**config.mk**
```make
export PLATFORM = sky130hd
export DESIGN_NAME = serialized_reply_deframer_core
export DESIGN_NICKNAME = d
export VERILOG_FILES = /design/src/rtl/srd_pkg.sv /design/src/rtl/srd_parser.sv /design/src/rtl/serialized_reply_deframer_core.sv
export SDC_FILE = /design/constraint.sdc
export NUM_CORES = 1
export LEC_CHECK = 0
export BUFFER_PORTS_ARGS = -buffer_cell sky130_fd_sc_hd__buf_2
export CAP_MARGIN = 20
export CORE_UTILIZATION = 50
export DETAILED_ROUTE_END_ITERATION = 8
export PLACE_DENSITY = 0.7
export SYNTH_ARGS = -nofsm -noshare
export SYNTH_HDL_FRONTEND = slang
export SYNTH_SLANG_ARGS = --single-unit
```
**constraint.sdc**
```tcl
create_clock -name clk -period 5.5 [get_ports clk]
set_clock_uncertainty 0.1 [all_clocks]
set_input_delay 1.1 -clock clk [delete_from_list [all_inputs] [get_ports clk]]
set_output_delay 1.1 -clock clk [all_outputs]
set_load 0.02 [all_outputs]
```
**src/rtl/srd_pkg.sv**
```systemverilog
// Shared types and constants for the serialized reply deframer.
`timescale 1ns / 1ps

package srd_pkg;

  // Bulk length limit and the widths that follow from it.
  localparam int MAX_BULK_LEN = 1048576;
  localparam int LEN_W        = $clog2(MAX_BULK_LEN + 1);
  localparam int MUL_W        = LEN_W + 4;

  localparam logic [LEN_W-1:0] LEN_MAX = LEN_W'(MAX_BULK_LEN);
  localparam logic [LEN_W-1:0] LEN_ONE = LEN_W'(1);

  // Framing characters.
  localparam logic [7:0] CH_CR     = 8'h0D;
  localparam logic [7:0] CH_PLUS   = 8'h2B;
  localparam logic [7:0] CH_MINUS  = 8'h2D;
  localparam logic [7:0] CH_COLON  = 8'h3A;
  localparam logic [7:0] CH_DOLLAR = 8'h24;
  localparam logic [7:0] CH_ZERO   = 8'h30;
  localparam logic [7:0] CH_NINE   = 8'h39;

  // Reply kinds.
  localparam logic [2:0] KIND_SIMPLE = 3'd0;
  localparam logic [2:0] KIND_ERROR  = 3'd1;
  localparam logic [2:0] KIND_INT    = 3'd2;
  localparam logic [2:0] KIND_BULK   = 3'd3;
  localparam logic [2:0] KIND_NIL    = 3'd4;
  localparam logic [2:0] KIND_FAULT  = 3'd5;

  // Fault codes.
  localparam logic [2:0] FLT_NONE       = 3'd0;
  localparam logic [2:0] FLT_NO_RESP    = 3'd1;
  localparam logic [2:0] FLT_UNKNOWN    = 3'd2;
  localparam logic [2:0] FLT_INCOMPLETE = 3'd3;
  localparam logic [2:0] FLT_BAD_LEN    = 3'd4;
  localparam logic [2:0] FLT_TOO_LONG   = 3'd5;

  // Parser phase, one-hot.
  typedef enum logic [7:0] {
    PH_IDLE    = 8'b0000_0001,
    PH_LINE    = 8'b0000_0010,
    PH_LINE_LF = 8'b0000_0100,
    PH_LEN     = 8'b0000_1000,
    PH_LEN_LF  = 8'b0001_0000,
    PH_PAY     = 8'b0010_0000,
    PH_TR1     = 8'b0100_0000,
    PH_TR2     = 8'b1000_0000
  } phase_t;

  // Length line parse flags.
  typedef struct packed {
    logic stop;
    logic sat;
    logic dig;
    logic neg;
  } len_flags_t;

  // One result item as produced by the parser step.
  typedef struct packed {
    logic       valid;
    logic [7:0] out_byte;
    logic       byte_valid;
    logic [2:0] reply_kind;
    logic [2:0] fault_code;
    logic       reply_end;
  } result_t;

endpackage

```
**src/rtl/srd_parser.sv**
```systemverilog
// Parser state and the per-byte step logic of the reply deframer.
`timescale 1ns / 1ps

module srd_parser (
  input  logic            clk,
  input  logic            rst,
  input  logic            step,
  input  logic [7:0]      rx_byte,
  input  logic            link_closed,
  output srd_pkg::result_t result
);
  import srd_pkg::*;

  phase_t           phase, phase_next;
  logic [1:0]       current_kind, current_kind_next;
  logic [LEN_W-1:0] length_value, length_value_next;
  len_flags_t       length_flags, length_flags_next;
  logic [LEN_W-1:0] bytes_remaining, bytes_remaining_next;

  logic [MUL_W-1:0] len_times_ten;
  logic [MUL_W-1:0] len_acc;
  logic             is_digit;
  logic             sat_bulk;

  // Decimal accumulate: value * 10 + digit, by shift and add.
  assign is_digit      = (rx_byte >= CH_ZERO) && (rx_byte <= CH_NINE);
  assign len_times_ten = {length_value, 3'b000} + {2'b00, length_value, 1'b0};
  assign len_acc       = len_times_ten + MUL_W'(rx_byte - CH_ZERO);
  assign sat_bulk      = length_flags.sat;

  // Next state and result for the byte in hand.
  always_comb begin
    phase_next           = phase;
    current_kind_next    = current_kind;
    length_value_next    = length_value;
    length_flags_next    = length_flags;
    bytes_remaining_next = bytes_remaining;
    result               = '0;

    unique case (phase)
      PH_LINE: begin
        if (link_closed) begin
          phase_next        = PH_IDLE;
          result.valid      = 1'b1;
          result.reply_kind = {1'b0, current_kind};
          result.reply_end  = 1'b1;
        end else if (rx_byte == CH_CR) begin
          phase_next = PH_LINE_LF;
        end else begin
          result.valid      = 1'b1;
          result.out_byte   = rx_byte;
          result.byte_valid = 1'b1;
          result.reply_kind = {1'b0, current_kind};
        end
      end

      PH_LINE_LF: begin
        phase_next        = PH_IDLE;
        result.valid      = 1'b1;
        result.reply_kind = {1'b0, current_kind};
        result.reply_end  = 1'b1;
      end

      PH_LEN: begin
        if (link_closed) begin
          phase_next        = PH_IDLE;
          result.valid      = 1'b1;
          result.reply_kind = KIND_FAULT;
          result.fault_code = FLT_INCOMPLETE;
          result.reply_end  = 1'b1;
        end else if (rx_byte == CH_CR) begin
          phase_next = PH_LEN_LF;
        end else if (!length_flags.stop) begin
          priority if (rx_byte == CH_MINUS && length_flags == '0) begin
            length_flags_next     = '0;
            length_flags_next.neg = 1'b1;
          end else if (is_digit) begin
            length_flags_next.dig = 1'b1;
            if (len_acc > MUL_W'(LEN_MAX)) begin
              length_value_next     = LEN_MAX;
              length_flags_next.sat = 1'b1;
            end else begin
              length_value_next = len_acc[LEN_W-1:0];
            end
          end else begin
            length_flags_next.stop = 1'b1;
          end
        end
      end

      PH_LEN_LF: begin
        if (link_closed) begin
          phase_next        = PH_IDLE;
          result.valid      = 1'b1;
          result.reply_kind = KIND_FAULT;
          result.fault_code = FLT_INCOMPLETE;
          result.reply_end  = 1'b1;
        end else if (!length_flags.dig) begin
          phase_next        = PH_IDLE;
          result.valid      = 1'b1;
          result.reply_kind = KIND_FAULT;
          result.fault_code = FLT_BAD_LEN;
          result.reply_end  = 1'b1;
        end else if (length_flags.neg &&
                     (length_value != '0 || length_flags.sat)) begin
          phase_next       = PH_IDLE;
          result.valid     = 1'b1;
          result.reply_end = 1'b1;
          if (length_value == LEN_ONE && !length_flags.sat) begin
            result.reply_kind = KIND_NIL;
          end else begin
            result.reply_kind = KIND_FAULT;
            result.fault_code = FLT_BAD_LEN;
          end
        end else begin
          bytes_remaining_next = length_value;
          phase_next           = (length_value == '0) ? PH_TR1 : PH_PAY;
        end
      end

      PH_PAY: begin
        if (link_closed) begin
          phase_next        = PH_IDLE;
          result.valid      = 1'b1;
          result.reply_kind = KIND_FAULT;
          result.fault_code = FLT_INCOMPLETE;
          result.reply_end  = 1'b1;
        end else begin
          if (bytes_remaining <= LEN_ONE) begin
            bytes_remaining_next = '0;
            phase_next           = PH_TR1;
          end else begin
            bytes_remaining_next = bytes_remaining - LEN_ONE;
          end
          result.valid      = 1'b1;
          result.out_byte   = rx_byte;
          result.byte_valid = 1'b1;
          result.reply_kind = KIND_BULK;
        end
      end

      PH_TR1, PH_TR2: begin
        if (phase == PH_TR1 && !link_closed) begin
          phase_next = PH_TR2;
        end else begin
          phase_next       = PH_IDLE;
          result.valid     = 1'b1;
          result.reply_end = 1'b1;
          if (sat_bulk) begin
            result.reply_kind = KIND_FAULT;
            result.fault_code = FLT_TOO_LONG;
          end else begin
            result.reply_kind = KIND_BULK;
          end
        end
      end

      default: begin
        // Idle: wait for a prefix byte.
        phase_next = PH_IDLE;
        if (link_closed) begin
          result.valid      = 1'b1;
          result.reply_kind = KIND_FAULT;
          result.fault_code = FLT_NO_RESP;
          result.reply_end  = 1'b1;
        end else begin
          length_value_next    = '0;
          length_flags_next    = '0;
          bytes_remaining_next = '0;
          priority if (rx_byte == CH_PLUS) begin
            current_kind_next = KIND_SIMPLE[1:0];
            phase_next        = PH_LINE;
          end else if (rx_byte == CH_MINUS) begin
            current_kind_next = KIND_ERROR[1:0];
            phase_next        = PH_LINE;
          end else if (rx_byte == CH_COLON) begin
            current_kind_next = KIND_INT[1:0];
            phase_next        = PH_LINE;
          end else if (rx_byte == CH_DOLLAR) begin
            current_kind_next = KIND_BULK[1:0];
            phase_next        = PH_LEN;
          end else begin
            result.valid      = 1'b1;
            result.reply_kind = KIND_FAULT;
            result.fault_code = FLT_UNKNOWN;
            result.reply_end  = 1'b1;
          end
        end
      end
    endcase
  end

  // State registers advance once per processed byte.
  always_ff @(posedge clk) begin
    if (rst) begin
      phase           <= PH_IDLE;
      current_kind    <= '0;
      length_value    <= '0;
      length_flags    <= '0;
      bytes_remaining <= '0;
    end else if (step) begin
      phase           <= phase_next;
      current_kind    <= current_kind_next;
      length_value    <= length_value_next;
      length_flags    <= length_flags_next;
      bytes_remaining <= bytes_remaining_next;
    end
  end

endmodule

```
**src/rtl/serialized_reply_deframer_core.sv**
```systemverilog
// Top level of the serialized reply deframer: input and result registers.
`timescale 1ns / 1ps

// Channel  Handshake              Payload
// input    in_valid / in_ready    rx_byte, link_closed
// result   out_valid / out_ready  out_byte, byte_valid, reply_kind,
//                                 fault_code, reply_end
//
// A byte is taken into the input register and processed by the parser when
// the result register is empty or being read; its result, if any, lands in
// the result register. One byte per cycle is sustained while out_ready is
// high. The input stage keeps taking bytes while the result register is
// full until the input register itself holds a byte that waits for it.
// Synchronous reset returns the parser to idle and empties both registers.

module serialized_reply_deframer_core (
  input  logic       clk,
  input  logic       rst,
  input  logic       in_valid,
  output logic       in_ready,
  input  logic [7:0] rx_byte,
  input  logic       link_closed,
  output logic       out_valid,
  input  logic       out_ready,
  output logic [7:0] out_byte,
  output logic       byte_valid,
  output logic [2:0] reply_kind,
  output logic [2:0] fault_code,
  output logic       reply_end
);
  import srd_pkg::*;

  logic       in_full;
  logic [7:0] in_byte;
  logic       in_closed;
  logic       advance;
  logic       out_full;
  result_t    step_result;
  result_t    out_reg;

  // The held byte moves on when the result register can take its result.
  assign advance  = in_full && (!out_full || out_ready);
  assign in_ready = !in_full || advance;

  srd_parser u_parser (
    .clk         (clk),
    .rst         (rst),
    .step        (advance),
    .rx_byte     (in_byte),
    .link_closed (in_closed),
    .result      (step_result)
  );

  // Input register.
  always_ff @(posedge clk) begin
    if (rst) begin
      in_full <= 1'b0;
    end else if (in_ready) begin
      in_full <= in_valid;
    end
  end

  always_ff @(posedge clk) begin
    if (in_valid && in_ready) begin
      in_byte   <= rx_byte;
      in_closed <= link_closed;
    end
  end

  // Result register: loaded on a processed byte, emptied on transfer.
  always_ff @(posedge clk) begin
    if (rst) begin
      out_full <= 1'b0;
    end else if (advance) begin
      out_full <= step_result.valid;
    end else if (out_ready) begin
      out_full <= 1'b0;
    end
  end

  always_ff @(posedge clk) begin
    if (advance && step_result.valid) begin
      out_reg <= step_result;
    end
  end

  assign out_valid  = out_full;
  assign out_byte   = out_reg.out_byte;
  assign byte_valid = out_reg.byte_valid;
  assign reply_kind = out_reg.reply_kind;
  assign fault_code = out_reg.fault_code;
  assign reply_end  = out_reg.reply_end;

endmodule

```
==> flow_summary.ini <==
[outcome]
status = finished, final reports clean

[placed_design]
gp_congestion = 0.946
io_buffers = 30
postPlaceCellArea_sq_um = 6520
placedCellCount = 895
place_ws_ns = 0.947
dp_hpwl_microns = 11900

[cts]
postCtsHoldBufs = 0
clkLatencyLatePin_ns = 0.35
cts.sinks = 83
cts-buffers-inserted = 9
cts_tree = yes
cts.htree.levels = 3
clock_path_buffers = 2
ctsRootBufferMaster = clkbuf_16
cts_setup_buffers = 0
cts.clk_slew.worst_paths_ns = 0.06
cts_resized = 0

[grt]
grt_usage = 0.255
grt_pass1_vias = 5327
gr-total-overflow = 0
grt_pass1_wl_microns = 26200
antenna_found_initial = 0
grt_max_degree = 40

[power_and_ir_drop]
power_density_nw_per_um2 = 222
max-vdd-ir-drop_mv = 0.154
p_leak_uw = 0.00272

[sta]
min_period_ns = 4.62
slew_headroom = 0.296
finalCritPeriodShare = 0.840
worst_slack_ns = 0.880
rsz0062_at_grt = false
tightest_slew_ns = 1.05
fmax_mhz = 216
finalSetupTns_ns = 0
drv_slew = 0
finalSetupViolCount = 0
finalHoldViolCount = 0

[yosys]
async_flop_share = 0
synth_cells = 724
ys_ff_latch = 83
syn_avg_cell_area_sq_um = 8.65
synth_area_sq_um = 6260
seq_area_frac_synth = 0.305
syn_nets = 788
synth_edf_count = 25
ys.flop_type = dfxtp_1
yosysUniqueCellTypes = 85
yosysWarnings = 0

[hold_path]
hp-class = register to register

[drt]
wire_per_inst_microns = 17.5
drtIter0Drc = 581
routed_wl_microns = 15900
vias_per_cell = 6.33
drt_pass1_iterations = 5
num_vias = 5764
drtAntennaViolNets = 0
drc_errors = 0

[floorplan]
io_pins = 31
placement_rows = 40
die_w_microns = 114
coreArea_sq_um = 12100
die_h_microns = 114
fp.dieArea_sq_um = 13000
start_util = 0.517

[worst_setup_path]
cp_data_required_time_ns = 5.60
path_max_fanout = 16
crit_path_start_kind = register
cp_data_arrival_time_ns = 4.72
end_kind = register
critPathKind = register to register

[layout]
fin_util = 0.566
layout_common_cells = nor2_1, dfxtp_1, a21oi_1
fin_cells = 911
final_nets = 802
diodes = 0
fin_area_sq_um = 6850
layout-drive-gt1-share = 0.116
syn2layout_area_growth_pct = 9.43
mostFrequentLayoutCell = nor2_1
fill_cells = 1105

[job]
maxCapViolations = 0
==> state kept, by name, summed over array words and instances, names as in the netlist, 2 cells and up <==
register and flops:
u_parser.bytes_remaining 21, u_parser.length_value 21, in_byte 8, out_byte 8
u_parser.phase 8, fault_code 3, reply_kind 3, u_parser.length_flags 3
u_parser.current_kind 2
==> critical path, cell delays in order (launching register included) <==
cell,delay (ns)
edfxtp_1,0.48
ha_1,0.34
nor3_4,0.14
buf_4,0.34
fa_1,0.45
ha_1,0.40
and3_2,0.26
nand2_1,0.13
a21oi_1,0.06
or3_1,0.35
a2111oi_0,0.54
o2111ai_1,0.24
o41ai_1,0.43
a41oi_1,0.19
==> through the flow <==
stage	hold WS (ns)	total power, uW
4_1_cts	0.384	1530
3_5_place_dp	0.369	852
6_report	0.386	1520
5_1_grt	0.399	1580
2_1_floorplan	0.353	805
3_3_place_gp	0.370	847
==> layer usage <==
| layer | GRT usage | part of all wire | up-vias |
|---|---|---|---|
| met5 | 0 | 0 | - |
| met1 | 0.320 | 0.43 | 2753 |
| met2 | 0.436 | 0.49 | 203 |
| met3 | 0.0351 | 0.044 | 39 |
| met4 | 0.115 | 0.030 | 0 |
| li1 | - | - | 2769 |
==> cell type report <==
class                      instances  area (sq um)  share of cell area
clock buffer                      10           229              0.0334
tap                              168           210              0.0307
inverter                          34           128              0.0186
timing repair buffer              36           195              0.0285
sequential                        83          1910               0.279
multi-input combinational        574          4080               0.595
clock inverter                     6           104              0.0152
==> Yosys cell counts, drive strengths merged (14+ instances only) <==
master  instances  share of area
nand2          46          0.028
a21oi          57          0.046
nor4           19          0.019
edfxtp         25           0.12
buf            15          0.018
a211oi         14          0.018
nand3          15          0.012
nor3           19          0.017
o21ai          51          0.041
inv            34          0.020
clkbuf         17          0.010
dfxtp          58           0.19
nor2           75          0.045
and2           16          0.016
ha             31          0.062
fa             20          0.064
a32o           19          0.031
==> path summary, 6_finish.rpt <==
path         cells after the start  slack [ns]                            to                          from
max                             13        0.88             u_parser.sat_bulk                    in_byte[4]
min                              2        0.39  u_parser.bytes_remaining[15]  u_parser.bytes_remaining[15]
max reg2reg                     13        0.88             u_parser.sat_bulk                    in_byte[4]
min reg2reg                      2        0.39  u_parser.bytes_remaining[15]  u_parser.bytes_remaining[15]
==> logic make-up (layout without fill, tap and decap cells) <==
logic type	after synthesis	in the layout	share of synthesized area
flops	83	83	0.305
compound gates	239	239	0.267
xor+xnor	14	14	0.0196
buf+inv	67	86	0.0499
simple gates	265	265	0.224
fa+ha+maj	51	51	0.126
mux	5	5	0.00799
==> power breakdown <==
group          total [uW]  internal [uW]  switching (uW)
clock network         679            440             239
logic                 183           64.5             118
registers             659            644            15.3
total                1520           1150             372
No activity file was read; power rests on OpenSTA's default activity.
